<file path="src/rtl/sfr_pkg.sv">
// Shared constants and types for the serial frame receiver.
// No dependencies; imported by every module of the block.
`default_nettype none

package sfr_pkg;

  localparam int BYTE_W               = 8;
  localparam int POS_OUT_W            = 6;
  localparam int FRAME_LENGTH_DEFAULT = 10;

  // Configuration port
  localparam int CFG_IDX_W  = 2;
  localparam int CFG_DATA_W = 8;

  localparam logic [CFG_IDX_W-1:0] REG_FIRST_HEADER  = CFG_IDX_W'(0);
  localparam logic [CFG_IDX_W-1:0] REG_SECOND_HEADER = CFG_IDX_W'(1);

  localparam logic [BYTE_W-1:0] FIRST_HEADER_RESET  = 8'hAA;
  localparam logic [BYTE_W-1:0] SECOND_HEADER_RESET = 8'hBB;

  // Back end hands a frame buffer bank back to the front end
  typedef struct packed {
    logic valid;
    logic bank;
  } release_t;

endpackage

`default_nettype wire

</file>
<file path="src/rtl/sfr_front.sv">
// Front end: header match, running sum, frame buffer writes, bank ownership.
// Depends on sfr_pkg.
`default_nettype none

module sfr_front #(
  parameter int FRAME_LENGTH = sfr_pkg::FRAME_LENGTH_DEFAULT,
  parameter int PW           = $clog2(FRAME_LENGTH)
) (
  input  logic                           clk,
  input  logic                           rst,
  input  logic                           cfg_we,
  input  logic [sfr_pkg::CFG_IDX_W-1:0]  cfg_index,
  input  logic [sfr_pkg::CFG_DATA_W-1:0] cfg_data,
  input  logic                           rx_valid,
  output logic                           rx_ready,
  input  logic [sfr_pkg::BYTE_W-1:0]     rx_byte,
  output logic                           wr_en,
  output logic [PW:0]                    wr_addr,
  output logic [sfr_pkg::BYTE_W-1:0]     wr_data,
  output logic                           push,
  output logic                           push_bank,
  input  sfr_pkg::release_t              release_in
);
  import sfr_pkg::*;

  localparam logic [PW-1:0] LAST_POS = PW'(FRAME_LENGTH - 1);

  logic [BYTE_W-1:0] first_header;
  logic [BYTE_W-1:0] second_header;
  logic [PW-1:0]     position, position_next;
  logic [BYTE_W-1:0] running_sum, running_sum_next;
  logic              wr_bank;
  logic [1:0]        busy, busy_next;
  logic              accept;

  always_ff @(posedge clk) begin
    if (rst) begin
      first_header  <= FIRST_HEADER_RESET;
      second_header <= SECOND_HEADER_RESET;
    end else if (cfg_we) begin
      case (cfg_index)
        REG_FIRST_HEADER:  first_header  <= cfg_data;
        REG_SECOND_HEADER: second_header <= cfg_data;
        default: ;
      endcase
    end
  end

  assign rx_ready  = !busy[wr_bank];
  assign accept    = rx_valid && rx_ready;
  assign wr_en     = accept;
  assign wr_addr   = {wr_bank, position};
  assign wr_data   = rx_byte;
  assign push_bank = wr_bank;

  always_comb begin
    position_next    = position;
    running_sum_next = running_sum;
    push             = 1'b0;
    if (accept) begin
      running_sum_next = running_sum + rx_byte;
      if (position == '0 && rx_byte == first_header) begin
        position_next = PW'(1);
      end else if (position == PW'(1) && rx_byte == second_header) begin
        position_next = PW'(2);
      end else if (position >= PW'(2) && position < LAST_POS) begin
        position_next = position + PW'(1);
      end else if (position == LAST_POS && rx_byte == running_sum) begin
        push             = 1'b1;
        position_next    = '0;
        running_sum_next = '0;
      end else begin
        position_next    = '0;
        running_sum_next = '0;
      end
    end
  end

  always_comb begin
    busy_next = busy;
    if (push)             busy_next[wr_bank]         = 1'b1;
    if (release_in.valid) busy_next[release_in.bank] = 1'b0;
  end

  always_ff @(posedge clk) begin
    if (rst) begin
      position    <= '0;
      running_sum <= '0;
      wr_bank     <= 1'b0;
      busy        <= '0;
    end else begin
      position    <= position_next;
      running_sum <= running_sum_next;
      busy        <= busy_next;
      if (push) wr_bank <= !wr_bank;
    end
  end

endmodule

`default_nettype wire

</file>
<file path="src/rtl/sfr_cmd_queue.sv">
// Two-entry queue of completed frame bank numbers between front and back end.
// Depends on sfr_pkg only for the house import.
`default_nettype none

module sfr_cmd_queue (
  input  logic clk,
  input  logic rst,
  input  logic push,
  input  logic push_bank,
  input  logic pop,
  output logic cmd_valid,
  output logic cmd_bank
);
  import sfr_pkg::*;

  logic [1:0] slot;
  logic       rd_ptr;
  logic       wr_ptr;
  logic [1:0] count;

  assign cmd_valid = (count != 2'd0);
  assign cmd_bank  = slot[rd_ptr];

  always_ff @(posedge clk) begin
    if (push) slot[wr_ptr] <= push_bank;
  end

  always_ff @(posedge clk) begin
    if (rst) begin
      rd_ptr <= 1'b0;
      wr_ptr <= 1'b0;
      count  <= 2'd0;
    end else begin
      if (push) wr_ptr <= !wr_ptr;
      if (pop)  rd_ptr <= !rd_ptr;
      case ({push, pop})
        2'b10:   count <= count + 2'd1;
        2'b01:   count <= count - 2'd1;
        default: ;
      endcase
    end
  end

  a_no_overflow: assert property (@(posedge clk) disable iff (rst)
    push && !pop |-> count != 2'd2)
    else $error("frame queue overflow");

  a_no_underflow: assert property (@(posedge clk) disable iff (rst)
    pop |-> count != 2'd0)
    else $error("frame queue underflow");

  a_count_step: assert property (@(posedge clk) disable iff (rst)
    push && !pop |=> count == $past(count) + 2'd1)
    else $error("frame queue count did not advance");

endmodule

`default_nettype wire

</file>
<file path="src/rtl/sfr_back.sv">
// Back end: double-banked frame buffer memory and the frame drain sequencer.
// Depends on sfr_pkg.
`default_nettype none

module sfr_back #(
  parameter int FRAME_LENGTH = sfr_pkg::FRAME_LENGTH_DEFAULT,
  parameter int PW           = $clog2(FRAME_LENGTH)
) (
  input  logic                          clk,
  input  logic                          rst,
  input  logic                          wr_en,
  input  logic [PW:0]                   wr_addr,
  input  logic [sfr_pkg::BYTE_W-1:0]    wr_data,
  input  logic                          cmd_valid,
  input  logic                          cmd_bank,
  output logic                          cmd_pop,
  output sfr_pkg::release_t             release_out,
  output logic                          frame_valid,
  input  logic                          frame_ready,
  output logic [sfr_pkg::BYTE_W-1:0]    frame_byte,
  output logic [sfr_pkg::POS_OUT_W-1:0] byte_position,
  output logic                          last_byte
);
  import sfr_pkg::*;

  localparam int            DEPTH    = 2 ** (PW + 1);
  localparam logic [PW-1:0] LAST_POS = PW'(FRAME_LENGTH - 1);

  logic [BYTE_W-1:0] mem [DEPTH];

  logic              active;
  logic              bank;
  logic [PW-1:0]     rd_pos;
  logic              issue;
  logic              issue_last;

  // Read stage: registered memory data plus its position tag
  logic              p_valid;
  logic [BYTE_W-1:0] p_data;
  logic [PW-1:0]     p_pos;
  logic              p_last;
  logic              move;

  assign move       = p_valid && (!frame_valid || frame_ready);
  assign issue      = active && (!p_valid || move);
  assign issue_last = (rd_pos == LAST_POS);
  assign cmd_pop    = !active && cmd_valid;

  assign release_out.valid = issue && issue_last;
  assign release_out.bank  = bank;

  always_ff @(posedge clk) begin
    if (wr_en) mem[wr_addr] <= wr_data;
  end

  always_ff @(posedge clk) begin
    if (issue) begin
      p_data <= mem[{bank, rd_pos}];
      p_pos  <= rd_pos;
      p_last <= issue_last;
    end
  end

  always_ff @(posedge clk) begin
    if (rst) begin
      active  <= 1'b0;
      bank    <= 1'b0;
      rd_pos  <= '0;
      p_valid <= 1'b0;
    end else begin
      if (cmd_pop) begin
        active <= 1'b1;
        bank   <= cmd_bank;
        rd_pos <= '0;
      end else if (issue) begin
        if (issue_last) active <= 1'b0;
        rd_pos <= rd_pos + PW'(1);
      end
      if (issue)     p_valid <= 1'b1;
      else if (move) p_valid <= 1'b0;
    end
  end

  always_ff @(posedge clk) begin
    if (rst) begin
      frame_valid <= 1'b0;
    end else if (move) begin
      frame_valid <= 1'b1;
    end else if (frame_ready) begin
      frame_valid <= 1'b0;
    end
  end

  always_ff @(posedge clk) begin
    if (move) begin
      frame_byte    <= p_data;
      byte_position <= POS_OUT_W'(p_pos);
      last_byte     <= p_last;
    end
  end

  a_last_at_end: assert property (@(posedge clk) disable iff (rst)
    frame_valid && last_byte |-> byte_position == POS_OUT_W'(FRAME_LENGTH - 1))
    else $error("last byte flagged away from frame end");

  a_pop_when_idle: assert property (@(posedge clk) disable iff (rst)
    cmd_pop |-> !issue && !p_valid || !active)
    else $error("frame popped while a drain is running");

  a_read_stage_holds: assert property (@(posedge clk) disable iff (rst)
    p_valid && !move |=> p_valid && $stable(p_pos))
    else $error("read stage lost an item under stall");

  a_drain_in_order: assert property (@(posedge clk) disable iff (rst)
    move && p_pos != '0 && frame_valid |-> p_pos == PW'(byte_position) + PW'(1))
    else $error("frame bytes out of order");

endmodule

`default_nettype wire

</file>
<file path="src/rtl/serial_frame_receiver.sv">
// Top level of the serial frame receiver: front end, frame queue, back end.
// Depends on sfr_pkg, sfr_front, sfr_cmd_queue and sfr_back.
//
//   channel  | handshake                   | payload
//   ---------+-----------------------------+--------------------------------------
//   rx       | rx_valid / rx_ready         | rx_byte[7:0]
//   frame    | frame_valid / frame_ready   | frame_byte[7:0], byte_position[5:0],
//            |                             | last_byte
//   config   | cfg_we (no wait)            | cfg_index[1:0], cfg_data[7:0]
//
// One rx item is taken every cycle while the bank being filled is free; two banks
// let one frame drain while the next one fills.
// A checked frame leaves as FRAME_LENGTH items, one per cycle while frame_ready is
// high; after the checksum byte is taken, the first passes queue pop, memory read
// and output register. Each drain holds the back end longer than a frame takes to
// fill and frees its bank only at its last read, so back-to-back frames stall rx
// from the third frame on even with frame_ready high; a held-off frame_ready fills
// both banks and keeps rx_ready low until the sink takes items again.
// Synchronous reset clears the position, sum, bank ownership and queue; the
// frame buffer needs no clearing since a frame is drained only once fully written.
`default_nettype none

module serial_frame_receiver #(
  parameter int FRAME_LENGTH = sfr_pkg::FRAME_LENGTH_DEFAULT
) (
  input  logic                          clk,
  input  logic                          rst,
  input  logic                          cfg_we,
  input  logic [sfr_pkg::CFG_IDX_W-1:0] cfg_index,
  input  logic [sfr_pkg::CFG_DATA_W-1:0] cfg_data,
  input  logic                          rx_valid,
  output logic                          rx_ready,
  input  logic [sfr_pkg::BYTE_W-1:0]    rx_byte,
  output logic                          frame_valid,
  input  logic                          frame_ready,
  output logic [sfr_pkg::BYTE_W-1:0]    frame_byte,
  output logic [sfr_pkg::POS_OUT_W-1:0] byte_position,
  output logic                          last_byte
);
  import sfr_pkg::*;

  // Position counter width; the buffer address adds one bank bit on top
  localparam int PW = $clog2(FRAME_LENGTH);

  // Frame buffer write port, driven by the front end
  logic              wr_en;
  logic [PW:0]       wr_addr;
  logic [BYTE_W-1:0] wr_data;

  // Completed frames travel as bank numbers through the queue
  logic     push;
  logic     push_bank;
  logic     cmd_valid;
  logic     cmd_bank;
  logic     cmd_pop;
  release_t bank_release;

  // Match headers, accumulate the sum and store each byte
  sfr_front #(
    .FRAME_LENGTH (FRAME_LENGTH),
    .PW           (PW)
  ) u_front (
    .clk        (clk),
    .rst        (rst),
    .cfg_we     (cfg_we),
    .cfg_index  (cfg_index),
    .cfg_data   (cfg_data),
    .rx_valid   (rx_valid),
    .rx_ready   (rx_ready),
    .rx_byte    (rx_byte),
    .wr_en      (wr_en),
    .wr_addr    (wr_addr),
    .wr_data    (wr_data),
    .push       (push),
    .push_bank  (push_bank),
    .release_in (bank_release)
  );

  // Hold finished frames until the back end is free
  sfr_cmd_queue u_queue (
    .clk       (clk),
    .rst       (rst),
    .push      (push),
    .push_bank (push_bank),
    .pop       (cmd_pop),
    .cmd_valid (cmd_valid),
    .cmd_bank  (cmd_bank)
  );

  // Drain each finished frame from its bank, one byte per cycle while frame_ready is high
  sfr_back #(
    .FRAME_LENGTH (FRAME_LENGTH),
    .PW           (PW)
  ) u_back (
    .clk           (clk),
    .rst           (rst),
    .wr_en         (wr_en),
    .wr_addr       (wr_addr),
    .wr_data       (wr_data),
    .cmd_valid     (cmd_valid),
    .cmd_bank      (cmd_bank),
    .cmd_pop       (cmd_pop),
    .release_out   (bank_release),
    .frame_valid   (frame_valid),
    .frame_ready   (frame_ready),
    .frame_byte    (frame_byte),
    .byte_position (byte_position),
    .last_byte     (last_byte)
  );

endmodule

`default_nettype wire
</file>
<file path="config.mk">
export PLATFORM = sky130hd
export DESIGN_NAME = serial_frame_receiver
export DESIGN_NICKNAME = d
export VERILOG_FILES = /design/src/rtl/sfr_pkg.sv /design/src/rtl/sfr_front.sv /design/src/rtl/sfr_cmd_queue.sv /design/src/rtl/sfr_back.sv /design/src/rtl/serial_frame_receiver.sv
export SDC_FILE = /design/constraint.sdc
export NUM_CORES = 1
export LEC_CHECK = 0
export ABC_AREA = 1
export BUFFER_PORTS_ARGS = -buffer_cell sky130_fd_sc_hd__buf_2
export CORE_AREA = 3 3 135 163
export CTS_CLUSTER_DIAMETER = 100
export DETAILED_ROUTE_END_ITERATION = 10
export DIE_AREA = 0 0 138 166
export GPL_TIMING_DRIVEN = 0
export PLACE_DENSITY = 0.94
export SYNTH_ARGS = -nofsm -noshare
export SYNTH_HDL_FRONTEND = slang
export SYNTH_SLANG_ARGS = --single-unit
export TNS_END_PERCENT = 20
</file>
<file path="constraint.sdc">
create_clock -name clk -period 4.7 [get_ports clk]
set_clock_uncertainty 0.05 [all_clocks]
set_input_delay 0.94 -clock clk [delete_from_list [all_inputs] [get_ports clk]]
set_output_delay 0.94 -clock clk [all_outputs]
set_load 0.01 [all_outputs]
</file>
# Word level (Yosys, flattened, before mapping)
# Memories as Yosys holds them, arrays and structs flattened. A register that Yosys moved wholly into a read port is not among the register bits.
# Index checks and enable logic that the tools add are counted.
dict set report op_classes {
  n_bitwise 3
  n_eq_ne 9
  n_addsub 5
  muxes 34
  reduce_logical 33
  n_lt_le_gt_ge 9
}
# cell n
set op_table {}
lappend op_table {{$eq A8 B8 Y1} 3}
lappend op_table {{$mux W8} 3}
lappend op_table {{$mux W1} 21}
lappend op_table {{$logic_and A1 B1 Y1} 12}
lappend op_table {{$mux W4} 3}
lappend op_table {{$reduce_bool A2 Y1} 6}
lappend op_table {{$add A4 B1 Y4 const B} 2}
lappend op_table {{$add A8 B8 Y8} 1}
lappend op_table {{$eq A4 B4 Y1 const B} 2}
lappend op_table {{$lt A1 B2 Y1 const B} 4}
lappend op_table {{$logic_not A1 Y1} 7}
lappend op_table {{$reduce_and A2 Y1} 3}
lappend op_table {{$eq A2 B1 Y1 const B} 2}
lappend op_table {{$eq A4 B1 Y1 const B} 1}
lappend op_table {{$ge A4 B2 Y1 const B} 1}
lappend op_table {{$logic_not A4 Y1} 1}
lappend op_table {{$lt A4 B4 Y1 const B} 1}
lappend op_table {{$mux W2} 2}
lappend op_table {{$pmux W2 S2} 1}
lappend op_table {{$demux W1 S1} 3}
lappend op_table {{$ge A1 B1 Y1 const B} 3}
lappend op_table {{$add A2 B1 Y2 const B} 1}
lappend op_table {{$and A2 B2 Y2} 1}
lappend op_table {{$bwmux W2} 1}
lappend op_table {{7 further kinds} 8}
dict set report word_totals {
  word_cells 114
  ram_bits 256
  inputBits 23
  output_inout_bits 17
  reg_bits 63
  mem_count 1
}
# memory depth width read_ports rd_ports_with_merged_regs write_ports line_no
set mem_list {}
lappend mem_list {u_back.mem 32 8 1 1 1 sfr_back.sv:29} ;# logic [BYTE_W-1:0] mem [DEPTH];

# Depth between registers and ports, before layout
dict set report depth {
  ltp_word 10
  depth_mapped 12
  ltp_nobuf 11
}

# By module
# From an unflattened synthesis, not the netlist that was laid out.
dict set report unflattened {
  cells_unflattened 1425
  hier_area_um2 14285.0
}
# mod area_each_um2 seq_area_each_um2 instances cells_each
set by_module_without_submodules {}
lappend by_module_without_submodules {sfr_back 12069.1 8628.3 1 1109}
lappend by_module_without_submodules {sfr_front 1948.1 620.6 1 284}
lappend by_module_without_submodules {sfr_cmd_queue 267.8 140.1 1 32}

# Worst setup path after synthesis
# OpenSTA, ideal clock, no wires.
dict set report synth_timing {
  path_type {input-to-reg}
  startpoint {input rx_byte[4] (netlist name)}
  endpoint {register u_queue.count[1]}
  stages 10
  required_ps 4528
  path_buffers 0
  t_arrival_ps 2514
  path_slack_ps 2014
  setup_time_ps 122
  path_cell_list {ha_1 -> nor2_1 -> nand4_1 -> nor2_1 -> nand3_1 -> ha_1 -> a21oi_1 -> o21ai_0 -> o21ai_0 -> a21oi_1}
}
dict set report synth_via {
  elab_chain_cells 9
  elab_cells_between_ends 15
  cone_classes {eq/ne (5); mux (6); reduce/logical (4)}
}
# item line_no
set synth_rtl {}
lappend synth_rtl {{start, declared} serial_frame_receiver.sv:33} ;# input logic [sfr_pkg::BYTE_W-1:0] rx_byte,
lappend synth_rtl {{$eq A8 B8 Y1} sfr_front.sv:68} ;# end else if (position == LAST_POS && rx_byte == running_sum) begin
lappend synth_rtl {{$logic_and A1 B1 Y1} sfr_front.sv:68}
lappend synth_rtl {{$mux W1} sfr_front.sv:68}
lappend synth_rtl {{$mux W1} sfr_front.sv:66} ;# end else if (position >= PW'(2) && position < LAST_POS) begin
lappend synth_rtl {{$mux W1} sfr_front.sv:64} ;# end else if (position == PW'(1) && rx_byte == second_header) begin
lappend synth_rtl {{$mux W1 (*)} sfr_front.sv:62} ;# if (position == '0 && rx_byte == first_header) begin
lappend synth_rtl {{$mux W1 (*)} sfr_front.sv:60} ;# if (accept) begin
lappend synth_rtl {{$eq A2 B1 Y1 or $eq A2 B2 Y1 (tied branches)} sfr_cmd_queue.sv:36} ;# case ({push, pop})
lappend synth_rtl {{$pmux W2 S2 or $reduce_bool A2 Y1 (tied branches)} n/a}
lappend synth_rtl {{end signal, assigned} sfr_cmd_queue.sv:37} ;# 2'b10: count <= count + 2'd1;
lappend synth_rtl {{end signal, assigned} sfr_cmd_queue.sv:38} ;# 2'b01: count <= count - 2'd1;
lappend synth_rtl {{end, declared} sfr_cmd_queue.sv:19} ;# logic [1:0] count;
# Mark *: on every way between the ends. The rest lies on a longest branch, timed or not.
# A chain may end at the register's enable or synchronous reset.

# Worst setup path in the final report
dict set report layout_timing {
  startpoint {input rx_byte[3] (netlist name)}
  endpoint {register u_queue.count[1]}
}
# Same word-level chain as after synthesis.

==> metrics.txt <==
count of buffers added by post-CTS timing repair for setup=0; Period Utilization, post-route=66.4%; vertical die dimension=166 µm; met2 GRT Util=51.0%; die outline width=138 µm; half-perimeter wire length after detailed placement=22.8 mm; Worst VDD drop=0.000365 V; Switching Power=2.27 mW; time the worst path needs with I/O delays and setup=3120 ps; average cell area after synthesis=11.5 µm²; number of primary I/O pins=40; RSZ-0062 raised after global routing=no; clock-pin slew on the worst setup and hold paths=70 ps; clock tree from TritonCTS=built; Core ar.=20400 µm²; GRT Util Overall=31.0%; port buffer count=36; dpl cells=1483; post-synthesis instance area=13600 µm²; global-route wire length before repair=55.0 mm; met3 usage in global routing=6.25%; number of violations of the max-capacitance limit=0; number of max-slew violations in the final report=0; arrival time reported for the critical path endpoint=3510 ps; non-filler instance count after layout=1539; Final TNS setup=0 ps; kind of end point of the critical path=register; measured slew at the worst slew-check pin=922 ps; Inserted Diodes=0; Overflow after GRT=0; final count of hold timing violations=0; switching power share of the total=30.7%; number of library cell types mapped by synthesis=39; final net count=1289; Synth warnings=0; starting density of the core=66.9%; fraction of power consumed by sequential logic=44.6%; clock root buffer master=clkbuf_16; number of buffers added by the clock tree synthesis step=30; Async S/R FF share, synth=0%; required time at the worst-slack endpoint=5090 ps; total of hold buffers inserted after clock tree synthesis=0; Worst Setup Start Kind=primary input; area enclosed by the die boundary=22900 µm²; total number of clock tree sinks=327; Initial DRC Count=1825; pwr/cell area=490 nW/µm²; Pre-Repair DR Iteration Count=7; Final ANT Viol Nets=0; critical path start-end classification=in -> reg; cells taking the most area after synthesis=edfxtp_1 (63%), dfxtp_1 (6.3%), nor2_1 (5.6%); Min-Delay Path Class=reg -> reg; final setup violation count=0; fin util=74.3%; floorplan row count=57; Pwr Total=7.42 mW; routed wirelength normalized by instance count=23.9 µm; met1 usage=38.6%; result of the run=finished clean; mean number of vias per cell=6.64; Clk Latency, worst-skew pair=560 ps; upper clock frequency limit=0.321 GHz; layer with the highest usage after global routing=met2; Main synth FF type=edfxtp_1; leakage power of the design=5.38 nW; Post-synth EDFFs=284; number of gates resized after cts=0; initial antenna violation count=0; number of storage elements in the synthesis netlist=327; cell accounting for the most synthesized area=edfxtp_1; layout filler cell count=1182; Longest Clk Path Bufs=3; Routability Congestion=0.938; maximum number of pins on one net before global-route repair=37; synthesis-to-finish area growth=11.1%; total wire length after detailed routing=36.9 mm; post-synthesis cell count=1181; fraction of synthesized cell area taken by the top area cell type=62.5%; fraction of final layout cells sized beyond drive strength 1=11.3%; cell-internal power=5.14 mW; Largest stage delay, worst path=630 ps; worst slew margin relative to its limit=38.3%; overall via count from detail_route=10200; cell-by-cell listing of the critical path=buf_2 > ha_1 > inv_1 > nand4_1 > nor2_1 > nand3_1 > ha_1 > a21oi_1 > o21ai_0 > o21ai_0 > a21oi_1; critical path fanouts, max=35; H-Tree Depth=1; vias in the first global route=9898; post-detailed-route DRC marker count=0; sequential area share after synthesis=68.9%; power share of the clock group=33.2%; slowest library cell on the worst path=buf_2; Combinational Power Share=22.2%
## path summary, 6_finish.rpt
check                          from                 endpoint  slack [ps]  cells past startpoint
setup / recovery         rx_byte[3]         u_queue.count[1]        1580                     11
hold / removal      u_back.p_pos[3]  u_back.byte_position[3]         370                      0
setup reg to reg  u_front.push_bank         u_back.mem[0][4]        2010                      7
hold reg to reg     u_back.p_pos[3]  u_back.byte_position[3]         370                      0
## registers in the layout (all words and copies together), names as in the netlist, 4 cells and up
register	count
u_back.mem	256
u_back.frame_byte	8
u_back.p_data	8
u_front.first_header	8
u_front.running_sum	8
u_front.second_header	8
u_back.byte_position	4
u_back.p_pos	4
u_back.rd_pos	4
u_front.position	4
## power by group through the flow
stage	Sequential (mW)	Clock, mW	Combinational (mW)
finish	3.31	2.46	1.65
global route	3.32	2.57	1.71
CTS	3.31	2.44	1.55
detailed placement	3.37	0	1.51
global placement	3.36	0	1.45
floorplan	3.36	0	0.951
## cell usage in the layout, fill, tap and decap left out, types with 2 or more instances in the layout
master | netlist | final
edfxtp_1 | 284 | 284
nor2_1 | 205 | 205
nand2_1 | 154 | 154
o21ai_0 | 117 | 117
inv_1 | 56 | 56
nand3_1 | 47 | 47
buf_2 | 11 | 47
a21oi_1 | 46 | 45
dfxtp_1 | 43 | 43
o211ai_1 | 36 | 36
o21ai_1 | 31 | 31
clkbuf_16 | 0 | 31
o22ai_1 | 29 | 29
buf_6 | 19 | 19
clkbuf_1 | 14 | 18
ha_1 | 15 | 15
nand4_1 | 13 | 13
buf_4 | 12 | 12
clkinv_1 | 5 | 11
xnor2_1 | 8 | 8
clkbuf_8 | 0 | 6
inv_2 | 5 | 5
nand2_2 | 4 | 4
clkinv_2 | 0 | 4
nor2_2 | 3 | 3
or2_2 | 3 | 3
buf_1 | 2 | 2
and3_1 | 2 | 2
nor3_4 | 2 | 2
o21bai_1 | 2 | 2
xor2_1 | 2 | 2
conb_1 | 1 | 2
clkinvlp_4 | 0 | 2
bufinv_16 | 0 | 2
## layout make-up
cell class	instances	area (µm²)	area share [%]
timing repair buffer	36	180	1.19
clock buffer	41	873	5.76
buffer	58	419	2.77
multi-input combinational	731	3590	23.7
clock inverter	15	126	0.834
tap	265	332	2.19
inverter	66	248	1.63
sequential	327	9390	61.9
## routing by layer
metal / wire [µm] / up-vias
met3: 4950 / 200
li1: - / 4321
met5: 0 / -
met2: 17700 / 936
met4: 2300 / 0
met1: 11900 / 4758
## critical path: cells and delay by family
family	cells	cell delay (ps)
AND/OR/NAND/NOR	3	540
buffers and inverters	2	780
adder cells (fa/ha/maj)	2	770
AO/OA/AOI/OAI	4	460
## stage by stage
step / hold slack [ps] / cell area [µm²] / setup slack [ps]
2_1_floorplan: 350 / 13600 / 2010
3_5_place_dp: 355 / 14200 / 1100
4_1_cts: 370 / 15200 / 1650
6_report: 369 / 15200 / 1580
3_3_place_gp: 352 / 14200 / 1180
5_1_grt: 380 / 15200 / 1410
## synth_stat cells, drive strengths merged, types with 4 or more instances
library cell / count
o21ai: 149
o22ai: 29
dfxtp: 43
nor2: 208
o211ai: 36
buf: 44
clkinv: 5
nand2: 158
nand3: 48
clkbuf: 14
edfxtp: 284
inv: 61
nand4: 13
or2: 4
ha: 15
xnor2: 8
a21oi: 46
## logic make-up (layout without fill, tap and decap cells)
logic type      Yosys count  count (layout)  synth area share [%]
simple gates            438             438                  13.3
flops                   327             327                  68.9
other cells               1               2                0.0275
compound gates          265             265                  10.8
xor+xnor                 10              10                 0.642
buf+inv                 124             216                  4.89
fa+ha+maj                16              16                  1.52
Power figures use the tool's default switching activity.
